[src/rtl/core/atgr_pkg.sv]
// Shared types, widths and constants of the tilt and gyro rate block.
// Depends on nothing; every other file of the block uses it.
package atgr_pkg;

  localparam int unsigned CordicStepsDefault = 16;
  localparam int unsigned AngleTableLen      = 24;
  localparam int unsigned SqW   = 32;  // a^2 + b^2
  localparam int unsigned RootW = 26;  // floor(sqrt(s * 2^20))
  localparam int unsigned RemW  = 28;
  localparam int unsigned XyW   = 30;
  localparam int unsigned ZW    = 33;
  localparam int unsigned BiasW = 24;
  localparam int unsigned ProdW = 51;
  localparam logic signed [24:0] RateMul = 25'sd9150552;
  localparam logic signed [16:0] TiltLimit = 17'sd25736;

  typedef enum logic [1:0] {
    REG_BIAS_X = 2'd0,
    REG_BIAS_Y = 2'd1,
    REG_BIAS_Z = 2'd2,
    REG_NONE   = 2'd3
  } reg_idx_e;

  typedef struct packed {
    logic signed [15:0] acc_x;
    logic signed [15:0] acc_y;
    logic signed [15:0] acc_z;
    logic signed [15:0] rot_x;
    logic signed [15:0] rot_y;
    logic signed [15:0] rot_z;
  } in_t;

  typedef struct packed {
    logic signed [15:0] tilt_x;
    logic signed [15:0] tilt_y;
    logic signed [15:0] rate_x;
    logic signed [15:0] rate_y;
    logic signed [15:0] rate_z;
  } res_t;

  // Angle table in Q2.30, entries truncated.
  function automatic logic [31:0] atan_q30(input int unsigned idx);
    logic [31:0] t [AngleTableLen];
    t = '{32'h3243F6A8, 32'h1DAC6705, 32'h0FADBAFC, 32'h07F56EA6,
          32'h03FEAB76, 32'h01FFD55B, 32'h00FFFAAA, 32'h007FFF55,
          32'h003FFFEA, 32'h001FFFFD, 32'h000FFFFF, 32'h0007FFFF,
          32'h0003FFFF, 32'h0001FFFF, 32'h0000FFFF, 32'h00007FFF,
          32'h00003FFF, 32'h00001FFF, 32'h00000FFF, 32'h000007FF,
          32'h000003FF, 32'h000001FF, 32'h000000FF, 32'h0000007F};
    return t[idx];
  endfunction

endpackage

[src/rtl/core/atgr_cordic_cell.sv]
// One rotation cell of the vectoring CORDIC.
// Depends on atgr_pkg for widths and the angle table.
module atgr_cordic_cell #(
  parameter int unsigned STEP = 0
) (
  input  logic clk_i,
  input  logic rst_ni,
  input  logic vld_i,
  input  logic signed [atgr_pkg::XyW-1:0] x_i,
  input  logic signed [atgr_pkg::XyW-1:0] y_i,
  input  logic signed [atgr_pkg::ZW-1:0] z_i,
  input  logic zero_i,
  output logic vld_o,
  output logic signed [atgr_pkg::XyW-1:0] x_o,
  output logic signed [atgr_pkg::XyW-1:0] y_o,
  output logic signed [atgr_pkg::ZW-1:0] z_o,
  output logic zero_o
);

  logic signed [atgr_pkg::XyW-1:0] dx, dy;
  logic signed [atgr_pkg::ZW-1:0] ang;
  logic vld_q, zero_q;
  logic signed [atgr_pkg::XyW-1:0] x_q, y_q;
  logic signed [atgr_pkg::ZW-1:0] z_q;

  assign dx  = y_i >>> STEP;
  assign dy  = x_i >>> STEP;
  assign ang = $signed({1'b0, atgr_pkg::atan_q30(STEP)});

  always_ff @(posedge clk_i or negedge rst_ni) begin
    if (!rst_ni) begin
      vld_q <= 1'b0;
    end else begin
      vld_q <= vld_i;
    end
  end

  always_ff @(posedge clk_i) begin
    zero_q <= zero_i;
    if (!y_i[atgr_pkg::XyW-1]) begin
      x_q <= x_i + dx;
      y_q <= y_i - dy;
      z_q <= z_i + ang;
    end else begin
      x_q <= x_i - dx;
      y_q <= y_i + dy;
      z_q <= z_i - ang;
    end
  end

  assign vld_o  = vld_q;
  assign x_o    = x_q;
  assign y_o    = y_q;
  assign z_o    = z_q;
  assign zero_o = zero_q;

endmodule

[config.mk]
export PLATFORM = sky130hd
export DESIGN_NAME = atgr_cordic_cell
export DESIGN_NICKNAME = d
export VERILOG_FILES = /design/src/rtl/core/atgr_pkg.sv /design/src/rtl/core/atgr_cordic_cell.sv
export SDC_FILE = /design/constraint.sdc
export NUM_CORES = 1
export LEC_CHECK = 0
export ABC_AREA = 1
export CAP_MARGIN = 20
export CORE_ASPECT_RATIO = 2
export CORE_MARGIN = 10
export CORE_UTILIZATION = 40
export DETAILED_ROUTE_END_ITERATION = 12
export DONT_BUFFER_PORTS = 1
export HOLD_SLACK_MARGIN = 0.05
export PLACE_DENSITY_LB_ADDON = 0.12
export SYNTH_ARGS = -nofsm -noshare
export SYNTH_HDL_FRONTEND = slang
export SYNTH_SLANG_ARGS = --single-unit
[constraint.sdc]
create_clock -name clk_i -period 0.8 [get_ports clk_i]
set_input_delay 0.08 -clock clk_i [delete_from_list [all_inputs] [get_ports clk_i]]
set_output_delay 0.08 -clock clk_i [all_outputs]
set_load 0.01 [all_outputs]
==> Yosys cells after proc, flatten, opt, wreduce, memory -nomap -nowiden <==
Cells that the tools add are included.
{ "word_totals": {"register_bits": 95, "input_bits": 97, "elab_cells": 13} }
{ "op_classes": {"addsub": 5, "n_mux": 3} }
{ "ops": {"columns": ["op", "n"], "rows": [
  ["$mux W30", 2],
  ["$sub A30 B30 Y30", 2],
  ["$add A33 B31 Y33 const B", 1],
  ["$mux W33", 1],
  ["$sub A33 B31 Y33 const B", 1],
  ["$add A30 B30 Y30", 1]
]} }

==> Longest topological paths before layout <==
Gate-level depths: netlist (run 1).
{ "depth": {"depth_word": 2, "ltp_mapped": 15, "mapped_depth_nobuf": 14} }

==> Worst setup path before layout (run 1) <==
OpenSTA, ideal clock, no wires.
{ "synth_path": {"path_kind": "input to register", "startpoint": "input port y_i[29] in the netlist's numbering", "endpoint": "register z_q (netlist bit z_o[25])", "setup_ns": 0.120, "arrival_time_ns": 1.765, "required_time_ns": 0.680, "path_slack_ns": -1.085, "path_stages": 10, "path_buffers": 2, "path_cell_list": "inv_1 > buf_4 > buf_2 > ha_1 > a21oi_1 > a21boi_0 > o21ai_0 > nand2_1 > nand3_1 > xor2_1"} }
{ "synth_via": {"elab_chain_cells": 1} }
{ "synth_lines": {"columns": ["item", "line", "text"], "rows": [
  ["start, declared", "atgr_cordic_cell.sv:10", "input logic signed [atgr_pkg::XyW-1:0] y_i,"],
  ["$mux W33", "atgr_cordic_cell.sv:40", "if (!y_i[atgr_pkg::XyW-1]) begin"],
  ["end signal, assigned", "atgr_cordic_cell.sv:43", "z_q <= z_i + ang;"],
  ["end signal, assigned", "atgr_cordic_cell.sv:47", "z_q <= z_i - ang;"],
  ["end, declared", "atgr_cordic_cell.sv:24", "logic signed [atgr_pkg::ZW-1:0] z_q;"]
]} }
No other way between the ends.

==> Worst setup path after layout (run 1) <==
{ "layout_path": {"startpoint": "input port y_i[29] in the netlist's numbering", "endpoint": "register z_q (netlist bit z_o[19])"} }
The elaborated chain is that of the path after synthesis.

==> results.tsv, run 1 <==
stage	metric	value	unit
clock_tree	h-tree-depth	3	
critical_path	critPathSlowestCell	ha_4	
cells_and_area	stdcell_area	17900	um^2
clock_tree	cts_root_buf	clkbuf_16	
flow_run	maxCapViolCount	0	
floorplan	fp.coreArea	26400	um^2
yosys	syn_area	10700	um^2
placed_design	dp_hpwl	43.3	mm
yosys	synth_edf_count	0	
critical_path	crit_buf_inv	4	
clock_tree	clockBufferDepth	2	
route	ant_nets	0	
critical_path	critPathTopFamily	buffers and inverters	
sta	period_share	176	%
clock_tree	clock_sinks	94	
critical_path	cpPeakStageDelay	0.30	ns
sta	rsz0062_at_grt	true	
critical_path	cpMostUsedCell	buf_6	
placed_design	dp_slack	-1.23	ns
clock_tree	cts_made_buffers	9	
placed_design	place_area	14400	um^2
critical_path	path_cells	inv_16, buf_12, ha_4, a21oi_4, buf_6, o21ai_4, nand2_1, and2_4, buf_6, o21ai_2, xor2_1	
yosys	async_flop_share	1.06	%
floorplan	die_h	251	um
floorplan	rows	84	
sta	slew_violations	0	
route	drt-initial-drc-count	548	
critical_path	critPathLaunchType	primary input	
critical_path	endpoint_kind	flip-flop	
sta	setup_viol	178	
route	wirelength	53.6	mm
placed_design	gp_congestion	0.980	
yosys	ys_ff_latch	94	
sta	setup_ws	-0.605	ns
sta	layout_min_cycle_time	1.40	ns
power_and_ir_drop	static-leakage-power	0.00886	uW
yosys	avgSynthCellArea	5.81	um^2
critical_path	required	1.11	ns
cells_and_area	diodes	0	
grt	grt-ovfl-total	0	
sta	max_slew_margin	68.4	%
cells_and_area	nets	2371	
route	wl_per_cell	21.4	um
cells_and_area	area_delta_synth_final	67.4	%
grt	grt_use_total	30.1	%
critical_path	critPathKind	primary input to flip-flop	
yosys	ys.warnings.count	0	
clock_tree	clkTransAtPathRegs	0.07	ns
sta	final_hold_viol_count	37	
power_and_ir_drop	vdd_drop_max	1.01	mV
cells_and_area	final_common_cell	nand2_1	
yosys	ys_seq_area_share	17.7	%
cells_and_area	final_cell_mix	420 x nand2_1, 257 x buf_4, 247 x inv_1	
grt	antenna_found_initial	0	
sta	tns	-32.61	ns
route	num_vias	13100	
grt	grt_pass1_wl	76.7	mm
floorplan	start_util	40.5	%
critical_path	cp.arrival	1.72	ns
route	detail_route.first_pass.iterations	8	
outcome	violations	negative hold slack, negative setup slack	
sta	fmax	0.712	GHz
critical_path	crit_path_max_fanout	73	
power_and_ir_drop	power	24800	uW
grt	grt_max_degree	74	
outcome	status	finished with violations	
yosys	syn_inst	1840	
grt	grt_pass1_vias	13800	
cells_and_area	final_util	67.8	%
cells_and_area	drive_above_1_share	50.4	%
sta	worst_pin_slew	0.475	ns
route	vias_per_cell	5.22	
sta	holdWs	-0.125	ns
floorplan	dieArea	34100	um^2
power_and_ir_drop	power.density	1390	nW/um^2
yosys	syn_nets	2056	
yosys	ys_types	39	
clock_tree	hold_buffers	12	
floorplan	fp.dieW	136	um
min_path	hp-class	primary input to flip-flop	
route	drcViolationCount	0	
clock_tree	cts_tree	yes	
yosys	synthFlopType	dfxtp_1	
placed_design	port_buffers	0	
floorplan	io_pins	192	
[logic make-up after synthesis]
logic type,count (synthesis),share of synthesized area (%)
buf+inv,370,14.4
simple gates,1005,39.6
flops,94,17.7
xor+xnor,44,3.61
fa+ha+maj,119,14.2
compound gates,208,10.5
[cells in the mapped netlist (6+ instances only)]
cell | number | share of area [%]
a21oi_1 | 101 | 4.7
buf_4 | 19 | 1.3
o21ai_0 | 64 | 3.0
nand3_1 | 153 | 7.2
nor2_2 | 17 | 1.0
dfxtp_1 | 93 | 17
ha_1 | 115 | 13
a31oi_1 | 7 | 0.41
inv_1 | 321 | 11
nor2_1 | 130 | 4.6
xor2_1 | 42 | 3.4
o21bai_1 | 10 | 0.70
nand4_1 | 28 | 1.6
nand3_2 | 6 | 0.56
nor3_1 | 13 | 0.61
buf_6 | 8 | 0.84
o21ai_1 | 6 | 0.28
buf_2 | 7 | 0.33
inv_2 | 11 | 0.39
nand2_2 | 11 | 0.64
nand2_1 | 634 | 22
[path summary, 6_finish.rpt]
| kind | to | from | depth (start not counted) | slack, ns |
|---|---|---|---|---|
| max in group asynchronous | vld_o | rst_ni | 2 | 0.27 |
| setup / recovery | z_o[19] | y_i[29] | 11 | -0.60 |
| hold / removal | y_o[20] | y_i[29] | 2 | -0.13 |
| min in group asynchronous | vld_o | rst_ni | 2 | 0.43 |
[sequential cells by signal, summed over array words and instances, names as in the netlist]
signal  flops
zero_o      1
x_o        30
vld_o       1
y_o        29
z_o        33
[per-stage QoR]
stage | cells | hold WS [ns]
after floorplan | 1840 | -0.216
after global placement | 2420 | -0.216
after detailed placement | 2420 | -0.216
after CTS | 2484 | -0.216
after global routing | 2504 | -0.176
final | 2504 | -0.125
[routing by layer]
metal | global-route usage, % | wire (um)
met5 | 0 | 0
met4 | 31.0 | 6200
met2 | 59.7 | 30400
met3 | 4.77 | 2170
met1 | 21.9 | 14800
[area by class of cell]
cell class / instances / area (um^2)
Inverter: 332 / 1450
Multi-Input combinational cell: 1376 / 10600
Clock inverter: 6 / 77.6
Timing Repair inverter: 1 / 20.0
Sequential cell: 94 / 2050
Timing Repair Buffer: 341 / 3000
Clock buffer: 10 / 229
Fill cell: 2282 / 8490
Tap cell: 344 / 430
[power breakdown]
group          switching (uW)  leakage, uW  internal, uW
Sequential                967     0.000805          5800
Combinational            7380      0.00791          5710
Clock                    2430     0.000147          2490
Total                   10800      0.00886         14000
[what timing repair did]
item                                   in CTS  in global routing
setup endpoints to repair                 176                178
pin swaps                                 101                139
setup buffers                              39                 25
endpoints found under the hold margin      68                 51
gates resized for setup                   416                313
gates cloned                                1                  0
Note: power is estimated with default switching activity, not from simulation.
==> run 2: changes to the inputs <==
--- a/config.mk
+++ b/config.mk
@@ -5,7 +5,7 @@
 export SDC_FILE = /design/constraint.sdc
 export NUM_CORES = 1
 export LEC_CHECK = 0
-export ABC_AREA = 1
+export ABC_AREA = 0
 export CAP_MARGIN = 20
 export CORE_ASPECT_RATIO = 2
 export CORE_MARGIN = 10
@@ -13,7 +13,7 @@
 export DETAILED_ROUTE_END_ITERATION = 12
 export DONT_BUFFER_PORTS = 1
 export HOLD_SLACK_MARGIN = 0.05
-export PLACE_DENSITY_LB_ADDON = 0.12
+export PLACE_DENSITY = 0.53
 export SYNTH_ARGS = -nofsm -noshare
 export SYNTH_HDL_FRONTEND = slang
 export SYNTH_SLANG_ARGS = --single-unit
==> results.tsv, run 2 <==
stage	metric	value	unit	change
critical_path	cpMostUsedCell	buf_4		
floorplan	dieArea	26600	um^2	-22%
outcome	status	finished with violations		
route	detail_route.first_pass.iterations	5		-3
sta	rsz0062_at_grt	true		
floorplan	io_pins	192		unchanged
clock_tree	cts_tree	yes		
floorplan	start_util	40.7	%	+0.16 points
critical_path	critPathLaunchType	primary input		
sta	holdWs	-0.143	ns	-0.0179 ns
flow_run	maxCapViolCount	0		unchanged
route	drcViolationCount	0		unchanged
route	drt-initial-drc-count	359		-34%
placed_design	dp_hpwl	23.5	mm	-46%
route	wirelength	30.2	mm	-44%
cells_and_area	area_delta_synth_final	58.7	%	
floorplan	fp.dieW	120	um	-11%
floorplan	rows	73		-13%
cells_and_area	nets	1506		-36%
yosys	synth.top_cells.by_count	115 x ha_1, 106 x a21oi_1, 93 x dfxtp_1, 93 x inv_1, 77 x nor2_1		
yosys	synthAdderAreaFrac	18.8	%	+4.6 points
power_and_ir_drop	vdd_drop_max	1.06	mV	+4.3%
cells_and_area	largest_register_ff_count	33		unchanged
yosys	synthSimpleGateAreaFrac	14.2	%	-25 points
yosys	ys_seq_area_share	23.4	%	+5.8 points
placed_design	port_buffers	0		unchanged
sta	worst_pin_slew	0.650	ns	+0.176 ns
floorplan	fp.coreArea	19800	um^2	-25%
grt	grt-ovfl-total	0		unchanged
yosys	ys_types	75		+92%
critical_path	crit_path_max_fanout	3		-96%
critical_path	critPathSlowestCell	fa_2		
yosys	syn_inst	990		-46%
cells_and_area	final_common_cell	buf_4		
yosys	muxShareOfSynthArea	2.11	%	+2.1 points
yosys	synthFlopType	dfxtp_1		
sta	layout_min_cycle_time	2.27	ns	+0.865 ns
power_and_ir_drop	power	20400	uW	-18%
sta	max_slew_margin	56.3	%	-12 points
clock_tree	clkTransAtPathRegs	0.07	ns	about the same
route	wl_per_cell	19.4	um	-9.3%
yosys	synth_xor_area_share	9.23	%	+5.6 points
critical_path	path_cells	clkinv_8, ha_4, fa_2, nand2b_4, a21o_1, a211oi_2, buf_4, a211oi_4, o21a_1, o41ai_2, buf_4, a21oi_4, nor2_2, a2bb2oi_2, xnor2_1		
power_and_ir_drop	power.density	1590	nW/um^2	+15%
yosys	synth_compound_area_share	25.1	%	+15 points
yosys	syn_area	8060	um^2	-25%
critical_path	endpoint_kind	flip-flop		
sta	slew_violations	0		unchanged
clock_tree	hold_buffers	11		-1
grt	grt_use_total	21.7	%	-8.4 points
critical_path	cp.arrival	2.57	ns	+0.85 ns
clock_tree	clock_sinks	94		unchanged
yosys	synth_top_family_by_area	compound AO/OA/AOI/OAI gates		
yosys	synth.most_common_cell	ha_1		
grt	antenna_found_initial	0		unchanged
sta	setup_ws	-1.47	ns	-0.865 ns
route	num_vias	8290		-37%
floorplan	die_h	221	um	-12%
cells_and_area	finalNonFillerCells	1557		-38%
yosys	ys_ff_latch	94		unchanged
yosys	synth_area_leader_cell	dfxtp_1		
route	ant_nets	0		unchanged
clock_tree	cts_root_buf	clkbuf_16		
sta	fmax	0.441	GHz	-38%
sta	setup_viol	126		-29%
route	vias_per_cell	5.32		+2.1%
yosys	synth_top_area_share	23.1	%	+0.83 points
placed_design	place_inst	1487		-39%
cells_and_area	fillers	1734		-24%
yosys	synth_edf_count	0		unchanged
critical_path	required	1.10	ns	about the same
cells_and_area	drive_above_1_share	49.7	%	-0.69 points
critical_path	cpPeakStageDelay	0.35	ns	+0.05 ns
sta	period_share	284	%	+110 points
placed_design	gp_congestion	0.951		-2.9%
clock_tree	clockBufferDepth	2		unchanged
yosys	syn_nets	1206		-41%
cells_and_area	final_cell_mix	265 x buf_4, 84 x dfxtp_2, 83 x ha_1		
yosys	async_flop_share	1.06	%	unchanged
clock_tree	h-tree-depth	3		unchanged
yosys	ys.warnings.count	0		unchanged
min_path	hp-class	primary input to flip-flop		
outcome	violations	negative hold slack, negative setup slack		
critical_path	critPathKind	primary input to flip-flop		
clock_tree	cts_made_buffers	9		unchanged
yosys	synth_area_leaders	dfxtp_1 23%, ha_1 18%, xnor2_1 7.6%		
cells_and_area	diodes	0		unchanged
power_and_ir_drop	static-leakage-power	0.00578	uW	-35%
grt	grt_pass1_vias	8750		-36%
grt	grt_max_degree	88		+19%
grt	grt_pass1_wl	45.3	mm	-41%
sta	final_hold_viol_count	12		-68%
yosys	avgSynthCellArea	8.14	um^2	+40%
run 2: changes by cell type in the layout (fill, tap and decap cells not counted), moves of 24 or more:
cell	previous run	this run
nand2_1	420	31
inv_1	247	79
nand2_2	153	4
nand3_1	101	14
nor2_4	70	3
nand2_4	65	1
xnor2_1	2	64
inv_2	43	7
nand3_2	40	4
a21o_1	5	31
a21oi_1	39	64
ha_4	52	28
run 2: per-layer routing:
layer / wire (um) / global-route usage [%] / up-vias
li1: - / - / 4056
met1: 9810 / 18.6 / 3968
met2: 17500 / 43.7 / 203
met3: 1570 / 5.33 / 63
met4: 1330 / 12.0 / 0
met5: 0 / 0 / -
run 2: path summary, 6_finish.rpt:
check,cells after the start,from,end,slack [ns]
min in group asynchronous,2,rst_ni,vld_o,0.49
max,15,y_i[0],y_o[26],-1.47
min,1,y_i[29],y_o[1],-0.14
max in group asynchronous,2,rst_ni,vld_o,0.20
run 2: worst max-delay path: cells and delay by family:
family,cells,cell delay (ns)
adder cells (fa/ha/maj),2,0.50
AND/OR/NAND/NOR,2,0.25
XOR/XNOR,1,0.12
AO/OA/AOI/OAI,7,1.23
buffers and inverters,3,0.39
run 2: kinds of logic (layout without fill, tap and decap cells):
| logic type | after synthesis | after routing |
|---|---|---|
| multiplexers | 17 | 17 |
| XOR/XNOR | 85 | 85 |
| adder cells (fa/ha/maj) | 119 | 119 |
| flip-flops | 94 | 94 |
| AND/OR/NAND/NOR | 230 | 230 |
| AO/OA/AOI/OAI | 309 | 309 |
| buffers and inverters | 136 | 441 |
run 2: metrics by stage:
| step | util (%) | cell area, um^2 | setup TNS (ns) | setup slack [ns] |
|---|---|---|---|---|
| floorplan | - | 8720 | -87.60 | -1.65 |
| global route | 64.6 | 12800 | -85.70 | -1.58 |
| CTS | 61.8 | 12300 | -76.44 | -1.46 |
| finish | 64.6 | 12800 | -78.29 | -1.47 |
| detailed placement | 54.6 | 10800 | -108.39 | -2.00 |
| global placement | 54.6 | 10800 | -107.84 | -1.93 |
run 2: power by group:
group,total (uW),switching (uW),internal (uW)
Sequential,7150,1110,6040
Clock,4510,2070,2440
Combinational,8710,4120,4590
Total,20400,7300,13100
run 2: timing repair:
action	4_1_cts	5_1_grt
endpoints found under the setup margin	173	177
endpoints found under the hold margin	58	41
pin swaps	126	111
setup buffers	33	26
gates resized for setup	240	87
run 2: cell type report:
type | count | area [um^2] | share of cell area (%)
inverter | 99 | 453 | 3.54
clock inverter | 6 | 67.6 | 0.528
sequential | 94 | 2020 | 15.8
tap | 262 | 328 | 2.56
clock buffer | 10 | 229 | 1.79
multi-input combinational | 760 | 7010 | 54.8
timing repair buffer | 326 | 2680 | 21.0
