<file path="src/rtl/core/atgr_pkg.sv">
// Shared types, widths and constants of the tilt and gyro rate block.
// Depends on nothing; every other file of the block uses it.
package atgr_pkg;

  localparam int unsigned CordicStepsDefault = 16;
  localparam int unsigned AngleTableLen      = 24;
  localparam int unsigned SqW   = 32;  // a^2 + b^2
  localparam int unsigned RootW = 26;  // floor(sqrt(s * 2^20))
  localparam int unsigned RemW  = 28;
  localparam int unsigned XyW   = 30;
  localparam int unsigned ZW    = 33;
  localparam int unsigned BiasW = 24;
  localparam int unsigned ProdW = 51;
  localparam logic signed [24:0] RateMul = 25'sd9150552;
  localparam logic signed [16:0] TiltLimit = 17'sd25736;

  typedef enum logic [1:0] {
    REG_BIAS_X = 2'd0,
    REG_BIAS_Y = 2'd1,
    REG_BIAS_Z = 2'd2,
    REG_NONE   = 2'd3
  } reg_idx_e;

  typedef struct packed {
    logic signed [15:0] acc_x;
    logic signed [15:0] acc_y;
    logic signed [15:0] acc_z;
    logic signed [15:0] rot_x;
    logic signed [15:0] rot_y;
    logic signed [15:0] rot_z;
  } in_t;

  typedef struct packed {
    logic signed [15:0] tilt_x;
    logic signed [15:0] tilt_y;
    logic signed [15:0] rate_x;
    logic signed [15:0] rate_y;
    logic signed [15:0] rate_z;
  } res_t;

  // Angle table in Q2.30, entries truncated.
  function automatic logic [31:0] atan_q30(input int unsigned idx);
    logic [31:0] t [AngleTableLen];
    t = '{32'h3243F6A8, 32'h1DAC6705, 32'h0FADBAFC, 32'h07F56EA6,
          32'h03FEAB76, 32'h01FFD55B, 32'h00FFFAAA, 32'h007FFF55,
          32'h003FFFEA, 32'h001FFFFD, 32'h000FFFFF, 32'h0007FFFF,
          32'h0003FFFF, 32'h0001FFFF, 32'h0000FFFF, 32'h00007FFF,
          32'h00003FFF, 32'h00001FFF, 32'h00000FFF, 32'h000007FF,
          32'h000003FF, 32'h000001FF, 32'h000000FF, 32'h0000007F};
    return t[idx];
  endfunction

endpackage

</file>
<file path="src/rtl/core/atgr_rate.sv">
// Gyro rate path for one axis: bias removal, scaling, rounding, saturation.
// Two register stages. Depends on atgr_pkg.
module atgr_rate (
  input  logic clk_i,
  input  logic signed [15:0] rot_i,
  input  logic signed [atgr_pkg::BiasW-1:0] bias_i,
  output logic signed [15:0] rate_o
);

  logic signed [25:0] d;
  logic signed [atgr_pkg::ProdW-1:0] prod_d, prod_q;
  logic signed [atgr_pkg::ProdW-1:0] rnd;
  logic signed [18:0] t;
  logic signed [15:0] rate_d, rate_q;

  assign d      = {{2{rot_i[15]}}, rot_i, 8'b0} - {{2{bias_i[atgr_pkg::BiasW-1]}}, bias_i};
  assign prod_d = atgr_pkg::ProdW'(d * atgr_pkg::RateMul);
  assign rnd    = prod_q + (atgr_pkg::ProdW'(1) <<< 31);
  assign t      = rnd[50:32];

  always_comb begin
    if (t > 19'sd32767) begin
      rate_d = 16'sh7FFF;
    end else if (t < -19'sd32768) begin
      rate_d = -16'sh8000;
    end else begin
      rate_d = t[15:0];
    end
  end

  always_ff @(posedge clk_i) begin
    prod_q <= prod_d;
    rate_q <= rate_d;
  end

  assign rate_o = rate_q;

endmodule

</file>
<file path="config.mk">
export PLATFORM = sky130hd
export DESIGN_NAME = atgr_rate
export DESIGN_NICKNAME = d
export VERILOG_FILES = /design/src/rtl/core/atgr_pkg.sv /design/src/rtl/core/atgr_rate.sv
export SDC_FILE = /design/constraint.sdc
export NUM_CORES = 1
export LEC_CHECK = 0
export BUFFER_PORTS_ARGS = -buffer_cell sky130_fd_sc_hd__buf_2
export CORE_AREA = 2 2 131 133
export CTS_BUF_LIST = sky130_fd_sc_hd__clkbuf_4 sky130_fd_sc_hd__clkbuf_8
export DETAILED_ROUTE_END_ITERATION = 8
export DIE_AREA = 0 0 133 135
export MAX_ROUTING_LAYER = met4
export PLACE_DENSITY_LB_ADDON = 0.05
export SETUP_SLACK_MARGIN = 0.5
export SYNTH_ARGS = -nofsm -noshare
export SYNTH_HDL_FRONTEND = slang
export SYNTH_SLANG_ARGS = --single-unit
export TNS_END_PERCENT = 5
</file>
<file path="constraint.sdc">
create_clock -name clk_i -period 11.35 [get_ports clk_i]
set_clock_uncertainty 0.05 [all_clocks]
set_input_delay 1.7025 -clock clk_i [delete_from_list [all_inputs] [get_ports clk_i]]
set_output_delay 1.7025 -clock clk_i [all_outputs]
set_load 0.02 [all_outputs]
</file>
# --- After elaboration in Yosys (flattened, before gate mapping) ---
# Index checks and enable logic that the tools add are counted.
totals:
  in_bits: 41
  word_cells: 8
  register_bits: 64
  output_inout_bits: 16
op_classes:
  n_mul: 1
  order_cmp: 2
  n_addsub: 2
  muxes: 1
ops:
  columns: ["op", "count"]
  rows:
  - ["51-bit by 33-bit adder with 51-bit output (second input constant)", 1]
  - ["25-bit by 22-bit multiplier with 47-bit output (second input constant)", 1]
  - ["24-bit by 24-bit subtractor with 25-bit output", 1]
  - ["19-bit by 16-bit > comparator with 1-bit output (second input constant)", 1]
  - ["19-bit by 16-bit < comparator with 1-bit output (second input constant)", 1]
  - ["16-bit two-way mux", 1]

# --- Logic depth before layout (Yosys ltp) ---
# Gate-level depths: netlist (run 1).
logic_depth:
  depth_word: 3
  depth_mapped: 31

# --- Worst setup path after synthesis (run 1) ---
# Ideal clock, no wire load.
synth_timing:
  path_kind: "input -> register"
  startpoint: "in bias_i[11] (netlist bit)"
  endpoint: "reg prod_q[42] (netlist bit)"
  path_stages: 27
  setup_slack_ns: 2.564
  path_buffers: 0
  required_time_ns: 11.181
  arrival_time_ns: 8.617
  path_cell_list: "inv_1 > ha_1 > a21o_1 > a21o_1 > o311ai_4 > o21ai_2 > a21o_1 > a21oi_1 > xnor2_1 > ha_1 > ha_1 > inv_1 > fa_1 > inv_1 > fa_1 > fa_1 > fa_1 > fa_1 > ha_1 > and3_1 > nand2_1 > or3_1 > nor3_1 > o21ai_0 > o21ai_0 > a21oi_1 > xnor2_1"
synth_between:
  elab_chain_len: 2
synth_lines:
  columns: ["item", "line_no", "rtl"]
  rows:
  - ["from (decl)", "atgr_rate.sv:6", "input logic signed [atgr_pkg::BiasW-1:0] bias_i,"]
  - ["24-bit by 24-bit subtractor with 25-bit output", "atgr_rate.sv:16", "assign d = {{2{rot_i[15]}}, rot_i, 8'b0} - {{2{bias_i[atgr_pkg::BiasW-1]}}, bias_i};"]
  - ["25-bit by 22-bit multiplier with 47-bit output", "atgr_rate.sv:17", "assign prod_d = atgr_pkg::ProdW'(d * atgr_pkg::RateMul);"]
  - ["via prod_d, one bit", "atgr_rate.sv:11", "logic signed [atgr_pkg::ProdW-1:0] prod_d, prod_q;"]
  - ["to (signal assigned)", "atgr_rate.sv:32", "prod_q <= prod_d;"]
  - ["to (decl)", "atgr_rate.sv:11", null]
# The timed path passes the listed nets, and every way through them passes these cells.
# A chain may end at the register's enable or synchronous reset.

# --- Worst setup path in the final report (run 1) ---
layout_timing:
  startpoint: "in bias_i[0] (netlist bit)"
  endpoint: "reg prod_q[48] (netlist bit)"
# Same word-level chain as after synthesis.

==> out/qor.csv, run 1 <==
metric;value;unit
Top-Level Pins;57;
Worst R2R End;rate_o[6]$_SDFF_PN1_;
ANT nets after route;0;
port bufs;56;
reg-to-reg startpoint;prod_q[38]$_DFF_P_;
hold depth;1;
Slew Limit Fails;0;
crit path capture;prod_q[48]$_DFF_P_;
crit end category;flop;
vias in the first global route;7208;
routed via count;7367;
H-tree levels;2;
CTS tree;done;
Max-slew headroom;0.321;
CTS max path bufs;2;
crit path DAT;9670;ps
CTS Hold Bufs;0;
Setup TNS;0;ps
# rows;47;
All-Layer GR Usage;0.256;
CTS clk-pin slew, worst paths;70;ps
Synth Flop Type;dfxtp_1;
GRT overflow;0;
Die X;133;um
Worst-Margin Slew;1010;ps
CP Launch Point;bias_i[0];
Seq cells post-synth;35;
first-pass GRT wire length;35.2;mm
DRT iter0 DRCs;282;
post-synthesis cell type count;71;
HP Class;reg -> reg;
Sink Count;35;
status;completed;
cell taking the most area after synthesis;fa_1;
Layout Area Growth over Synthesis;5.90;%
post_cts resized;0;
die area;18000;um2
Avg Inst Size Synth;9.39;um2
register area share after synthesis;0.0665;
minimum clock period;9560;ps
CP startpoint kind;input port;
Routed Wire Length;21.5;mm
Reg2Reg Setup Slack;8710;ps
Final Hold Vio Count;0;
Via density;5.25;
FMAX;105;MHz
Starting Density;0.642;
largest net degree at the start of global routing;23;
Ys Warns;0;
Synth Cell Area;10500;um2
RSZ-0062 raised after global routing;false;
TritonRoute pass-1 iters;5;
total of max-cap violations;0;
# fillers;1373;
largest cells by area after synthesis;fa_1 30%, ha_1 27%, inv_1 11%;
initial antenna violation count;2;
Synth async-reset ratio;0;
Worst-Skew Late Latency;270;ps
post-synth top area share;0.298;
CTS root buffer;clkbuf_8;
start-to-end type of the worst setup path;in -> reg;
Core Area;16400;um2
gp weighted congestion;0.908;
die span in y;135;um
routed len/inst;15.3;um
Tcrit/Tclk final;0.842;
worst-path maximum fanout;10;
total setup buffers inserted after CTS;0;
worst r2r path cells;9;
dpl hpwl;19.3;mm
Post-synth EDFFs;0;
TritonCTS Buffers;5;
synth cell count leaders;304 x inv_1, 227 x ha_1, 157 x fa_1, 48 x xnor2_1, 44 x a21oi_1;
Syn Inst Count;1122;
Worst Path Required;11460;ps
syn nets;1547;
final setup fails;0;
share of cells above drive strength 1;0.0780;
Hold Path Origin;prod_q[49]$_DFF_P_;
# DRC;0;
layout net count;1604;
most frequent cell after synthesis;inv_1;
-- layer usage --
metal / GRT usage / vias to the layer above / wire length [um]
li1: - / 3701 / -
met1: 0.352 / 3534 / 10300
met3: 0.0368 / 14 / 813
met4: 0.0329 / 0 / 238
met5: - / - / 0
met2: 0.419 / 118 / 10100
-- kinds of logic after synthesis --
family / share of synthesized area
buffers and inverters: 0.113
flip-flops: 0.0665
adder cells (fa/ha/maj): 0.568
AND/OR/NAND/NOR: 0.0730
XOR/XNOR: 0.0687
AO/OA/AOI/OAI: 0.102
multiplexers: 0.00831
-- stage by stage --
| stage | worst slack [ps] | utilization | hold slack [ps] | instances | cell area (um2) |
|---|---|---|---|---|---|
| floorplan | 2560 | - | 397 | 1122 | 10500 |
| global placement | 1690 | 0.675 | 440 | 1392 | 11100 |
| detailed placement | 1550 | 0.675 | 442 | 1392 | 11100 |
| CTS | 1800 | 0.680 | 461 | 1400 | 11200 |
| global route | 1360 | 0.680 | 500 | 1402 | 11200 |
| finish | 1790 | 0.680 | 454 | 1402 | 11200 |
-- cell type report --
class	count	area, um2	share of cell area
antenna	2	5.00	0.000448
timing repair buffer	59	303	0.0271
inverter	305	1150	0.103
multi-input combinational	773	8640	0.775
sequential	35	701	0.0628
clock inverter	3	15.0	0.00135
tap	220	275	0.0247
clock buffer	5	68.8	0.00617
-- how the worst min path moves through the flow --
stage / endpoint / slack, ps
floorplan: rate_o[15]$_SDFF_PN0_ / 400
global placement: rate_o[15]$_SDFF_PN0_ / 440
detailed placement: rate_o[15]$_SDFF_PN0_ / 440
CTS: rate_o[15]$_SDFF_PN0_ / 460
global route: rate_o[15]$_SDFF_PN0_ / 500
finish: rate_o[15]$_SDFF_PN0_ / 450
-- cells in the final DEF, fill, tap and decap left out, types with 3 or more instances in the layout --
cell	synthesis	routed
a2111o_1	3	3
nand4_1	4	4
fa_1	157	157
inv_1	304	304
xor2_1	31	31
and2_1	11	11
buf_2	3	56
clkinv_2	0	3
ha_1	227	227
clkbuf_8	0	5
nand2_1	37	37
o21bai_1	8	8
o211ai_1	4	4
a31oi_1	6	6
and3_1	8	8
nand3_1	17	17
o21ai_0	36	36
o21a_1	10	10
nor3_1	5	5
a21o_1	16	16
nor2b_1	8	8
nor2_1	30	30
buf_4	0	3
and4_1	4	4
nand2b_1	6	6
a21oi_1	44	44
xnor2_1	48	48
mux2i_1	5	5
dfxtp_1	35	35
-- state kept, by name (all words and copies together) (netlist names) --
name,count
prod_q,19
rate_o,16
-- critical path: stages --
cell and delay, ps:
buf_2 180, inv_1 150, ha_1 190, nor3b_2 310, and4_4 310, o311ai_4 120, o21ai_2 230, a21o_1 150
a21oi_1 100, xnor2_1 750, ha_1 400, ha_1 300, inv_1 50, fa_1 490, inv_1 50, fa_1 460
fa_1 510, fa_1 570, fa_1 420, ha_1 350, and3_1 200, nand2_1 70, or3_1 340, nor3_1 360
nor2_1 140, o21ai_0 290, nor2_1 120, o311ai_0 320
Power of run 1 is left out: the tool's default activity adds up to more than one toggle a clock period on the data nets, which glitch-free logic cannot reach.
==> run 2, diff against run 1 <==
Settings changed: CORE_AREA 2 2 131 133 to 2 2 137 139, DIE_AREA 0 0 133 135 to 0 0 139 141.
Clock period 11.35 ns to 8.2 ns, I/O delays scaled along.
==> out/qor.csv, run 2 (same netlist as run 1, synthesis figures left out) <==
metric;value;unit
Top-Level Pins;57;
initial antenna violation count;1;
worst-path maximum fanout;4;
minimum clock period;7840;ps
busiest grt layer;met2;
area of the multi-input gates;9550;um2
commonest non-fill, non-tap cell in the layout;inv_1;
Routed Wire Length;24.8;mm
slowest stage delay, CP;550;ps
gp weighted congestion;0.942;
fin cells;1513;
crit path DAT;7960;ps
share of cells above drive strength 1;0.243;
# rows;50;
most frequent cells in the layout;285 x inv_1, 193 x ha_1, 148 x fa_1;
layout net count;1702;
CTS Hold Bufs;0;
die span in y;141;um
FMAX;128;MHz
Worst-Skew Late Latency;280;ps
Worst Path Required;8320;ps
Max-slew headroom;0.435;
Worst R2R End;rate_o[4]$_SDFF_PN1_;
reg-to-reg startpoint;prod_q[38]$_DFF_P_;
ANT nets after route;0;
crit path capture;prod_q[49]$_DFF_P_;
Starting Density;0.577;
TritonRoute pass-1 iters;6;
CP Launch Point;bias_i[0];
Worst-Margin Slew;847;ps
met2 GRT Util;0.411;
All-Layer GR Usage;0.254;
Slew Limit Fails;0;
CTS root buffer;clkbuf_8;
H-tree levels;2;
Layout Area Growth over Synthesis;22.9;%
final core utilization;0.709;
Core Area;18300;um2
DRT iter0 DRCs;273;
total of max-cap violations;0;
Via density;5.19;
WHS;442;ps
met1 usage;0.356;
largest net degree at the start of global routing;17;
flip-flop and latch area;701;um2
final setup fails;0;
HP Class;reg -> reg;
CP max stage cell;fa_1;
start-to-end type of the worst setup path;in -> reg;
GRT overflow;0;
Sink Count;35;
routed len/inst;16.4;um
Largest register FFs;19;
Setup TNS;0;ps
Most flops, register;prod_q;
CTS tree;done;
met3 usage;0.0258;
Reg2Reg Setup Slack;5510;ps
CTS max path bufs;2;
Final Hold Vio Count;0;
Tcrit/Tclk final;0.956;
crit end category;flop;
# fillers;1424;
CTS clk-pin slew, worst paths;80;ps
die area;19600;um2
vias in the first global route;7972;
RSZ-0062 raised after global routing;true;
first-pass GRT wire length;38.9;mm
worst r2r path cells;9;
Die X;139;um
status;completed;
CP dominant cell by count;fa_1;
port bufs;56;
# DRC;0;
TritonCTS Buffers;5;
dpl hpwl;21.1;mm
DP Cell Count;1451;
CP startpoint kind;input port;
routed via count;7847;
[run 2: cell count changes in the layout (fill, tap and decap cells not counted), sizes merged]
cell,change
buf,+98
bufinv,+1
clkinv,-2
diode,-1
inv,+1
[run 2: per-stage QoR]
stage | setup slack (ps) | cell area, um2
floorplan | 413 | 10800
global placement | -22.8 | 11700
detailed placement | -154 | 11700
CTS | 409 | 12200
global route | 126 | 13000
finish | 364 | 13000
[run 2: area by class of cell]
class,instances,area share
Multi-Input combinational cell,773,0.737
Clock inverter,3,0.00367
Timing Repair Buffer,157,0.0870
Clock buffer,5,0.00531
Antenna cell,1,0.000193
Inverter,305,0.0899
Tap cell,234,0.0226
Sequential cell,35,0.0541
[run 2: layer usage]
metal,vias to the layer above,share of wire
met2,110,0.48
met1,3830,0.47
li1,3887,-
met4,0,0.015
met5,-,0
met3,20,0.030
[run 2: worst min-delay path by stage]
stage / end / cells past startpoint / startpoint / slack [ps]
floorplan: rate_o[15]$_SDFF_PN0_ / 1 / prod_q[49]$_DFF_P_ / 400
global placement: rate_o[15]$_SDFF_PN0_ / 1 / prod_q[49]$_DFF_P_ / 440
detailed placement: rate_o[15]$_SDFF_PN0_ / 1 / prod_q[49]$_DFF_P_ / 430
CTS: rate_o[15]$_SDFF_PN0_ / 1 / prod_q[49]$_DFF_P_ / 450
global route: rate_o[15]$_SDFF_PN0_ / 1 / prod_q[49]$_DFF_P_ / 470
finish: rate_o[15]$_SDFF_PN0_ / 1 / prod_q[49]$_DFF_P_ / 440
[run 2: worst max-delay path: cells and delay by family]
family	cells	cell delay [ps]
AOI/OAI and AO/OA	6	850
xor gates and xnor gates	2	400
adders and majority gates	9	3430
buffers and inverters	5	440
and+or+nand+nor	7	1600
[run 2: what timing repair did]
action | CTS | global route
setup buffers | 22 | 31
gates resized for setup | 40 | 88
pin swaps | 42 | 105
setup endpoints to repair | 16 | 18
Power of run 2 is left out for the same reason.
==> run 3, diff against run 2 <==
Settings changed: CELL_PAD_IN_SITES_DETAIL_PLACEMENT set to 0, CELL_PAD_IN_SITES_GLOBAL_PLACEMENT set to 1, CORE_AREA 2 2 137 139 to 2 2 155 157, DIE_AREA 0 0 139 141 to 0 0 157 159.
==> out/qor.csv, run 3 (same netlist as run 1, synthesis figures left out) <==
metric;value;unit
status;completed;
# rows;56;
Reg2Reg Setup Slack;5490;ps
CP Depth;29;
routed via count;7557;
most frequent cells in the layout;297 x inv_1, 205 x ha_1, 154 x fa_1;
Layout Area Growth over Synthesis;18.9;%
hold depth;1;
CTS max path bufs;2;
Most flops, register;prod_q;
Top-Level Pins;57;
Slew Limit Fails;0;
total of max-cap violations;0;
CTS root buffer;clkbuf_8;
TritonCTS Buffers;5;
routed len/inst;15.5;um
ANT nets after route;0;
Via density;4.79;
initial antenna violation count;0;
CP max stage cell;fa_1;
# DRC;0;
Tcrit/Tclk final;0.958;
vias in the first global route;7815;
crit end category;flop;
Sink Count;35;
Worst-Skew Late Latency;280;ps
Worst R2R End;rate_o[6]$_SDFF_PN1_;
CTS clk-pin slew, worst paths;60;ps
Setup TNS;0;ps
crit path DAT;7980;ps
die area;25000;um2
H-tree levels;2;
slowest stage delay, CP;530;ps
Final Hold Vio Count;0;
first-pass GRT wire length;40.1;mm
Core Area;23200;um2
start-to-end type of the worst setup path;in -> reg;
reg-to-reg startpoint;prod_q[38]$_DFF_P_;
Die X;157;um
gp weighted congestion;0.868;
commonest non-fill, non-tap cell in the layout;inv_1;
layout net count;1684;
Crit path max-delay family;adder cells;
minimum clock period;7860;ps
RSZ-0062 raised after global routing;true;
Starting Density;0.454;
WHS;455;ps
Worst-Margin Slew;913;ps
Hold Crit Endpoint;rate_o[15]$_SDFF_PN0_;
port bufs;56;
DRT iter0 DRCs;202;
Hold Path Origin;prod_q[49]$_DFF_P_;
largest net degree at the start of global routing;21;
CP dominant cell by count;fa_1;
TritonRoute pass-1 iters;4;
dpl hpwl;22.1;mm
share of cells above drive strength 1;0.195;
FMAX;127;MHz
GRT overflow;0;
worst-path maximum fanout;6;
HP Class;reg -> reg;
Ant. Diodes;0;
worst r2r path cells;9;
Routed Wire Length;24.5;mm
Cell Area, Placed;11900;um2
Worst Path Required;8320;ps
final core utilization;0.540;
All-Layer GR Usage;0.209;
Worst Path Buf+Inv;5;
final setup fails;0;
CTS tree;done;
die span in y;159;um
Max-slew headroom;0.391;
CP startpoint kind;input port;
# fillers;2222;
Largest register FFs;19;
Design Area, Final;12500;um2
==> run 3: changes by cell type in the layout (fill, tap and decap cells not counted), moves of 7 or more <==
| cell | previous run | this run |
|---|---|---|
| buf_4 | 94 | 76 |
| ha_1 | 193 | 205 |
| inv_1 | 285 | 297 |
| ha_4 | 33 | 22 |
| buf_2 | 48 | 56 |
| buf_6 | 13 | 5 |
| inv_2 | 12 | 5 |
==> run 3: layout make-up <==
type | count | area [um2] | area share
clock buffers | 6 | 76.3 | 0.00609
clock inverters | 2 | 12.5 | 0.000999
inverters | 305 | 1150 | 0.0920
multi-input cells | 773 | 9240 | 0.737
flip-flops and latches | 35 | 701 | 0.0559
well taps | 319 | 399 | 0.0319
repair buffers | 139 | 947 | 0.0756
==> run 3: worst max-delay path by stage <==
stage,from,endpoint,slack (ps)
global placement,bias_i[0],prod_q[45]$_DFF_P_,-190
floorplan,bias_i[8],prod_q[48]$_DFF_P_,410
global route,bias_i[2],prod_q[45]$_DFF_P_,120
detailed placement,bias_i[1],prod_q[45]$_DFF_P_,-160
CTS,bias_i[0],prod_q[45]$_DFF_P_,420
finish,bias_i[11],prod_q[42]$_DFF_P_,340
==> run 3: stage by stage <==
stage          setup WS (ps)  instances
6_report                 342       1579
5_1_grt                  125       1579
4_1_cts                  417       1568
3_5_place_dp            -163       1546
3_3_place_gp            -185       1546
2_1_floorplan            413       1122
==> run 3: what timing repair did <==
| action | in CTS | in global routing |
|---|---|---|
| hold buffers | 0 | 0 |
| pin swaps | 26 | 32 |
| resized for setup | 35 | 22 |
| buffers inserted | 14 | 11 |
| endpoints found under the setup margin | 18 | 19 |
==> run 3: per-layer routing <==
layer / vias to the layer above / part of all wire / GRT usage
met5: - / 0 / -
met4: 0 / 0.0049 / 0.0163
met3: 6 / 0.0075 / 0.0106
met2: 46 / 0.46 / 0.328
met1: 3658 / 0.52 / 0.313
li1: 3847 / - / -
Power of run 3 is left out for the same reason.
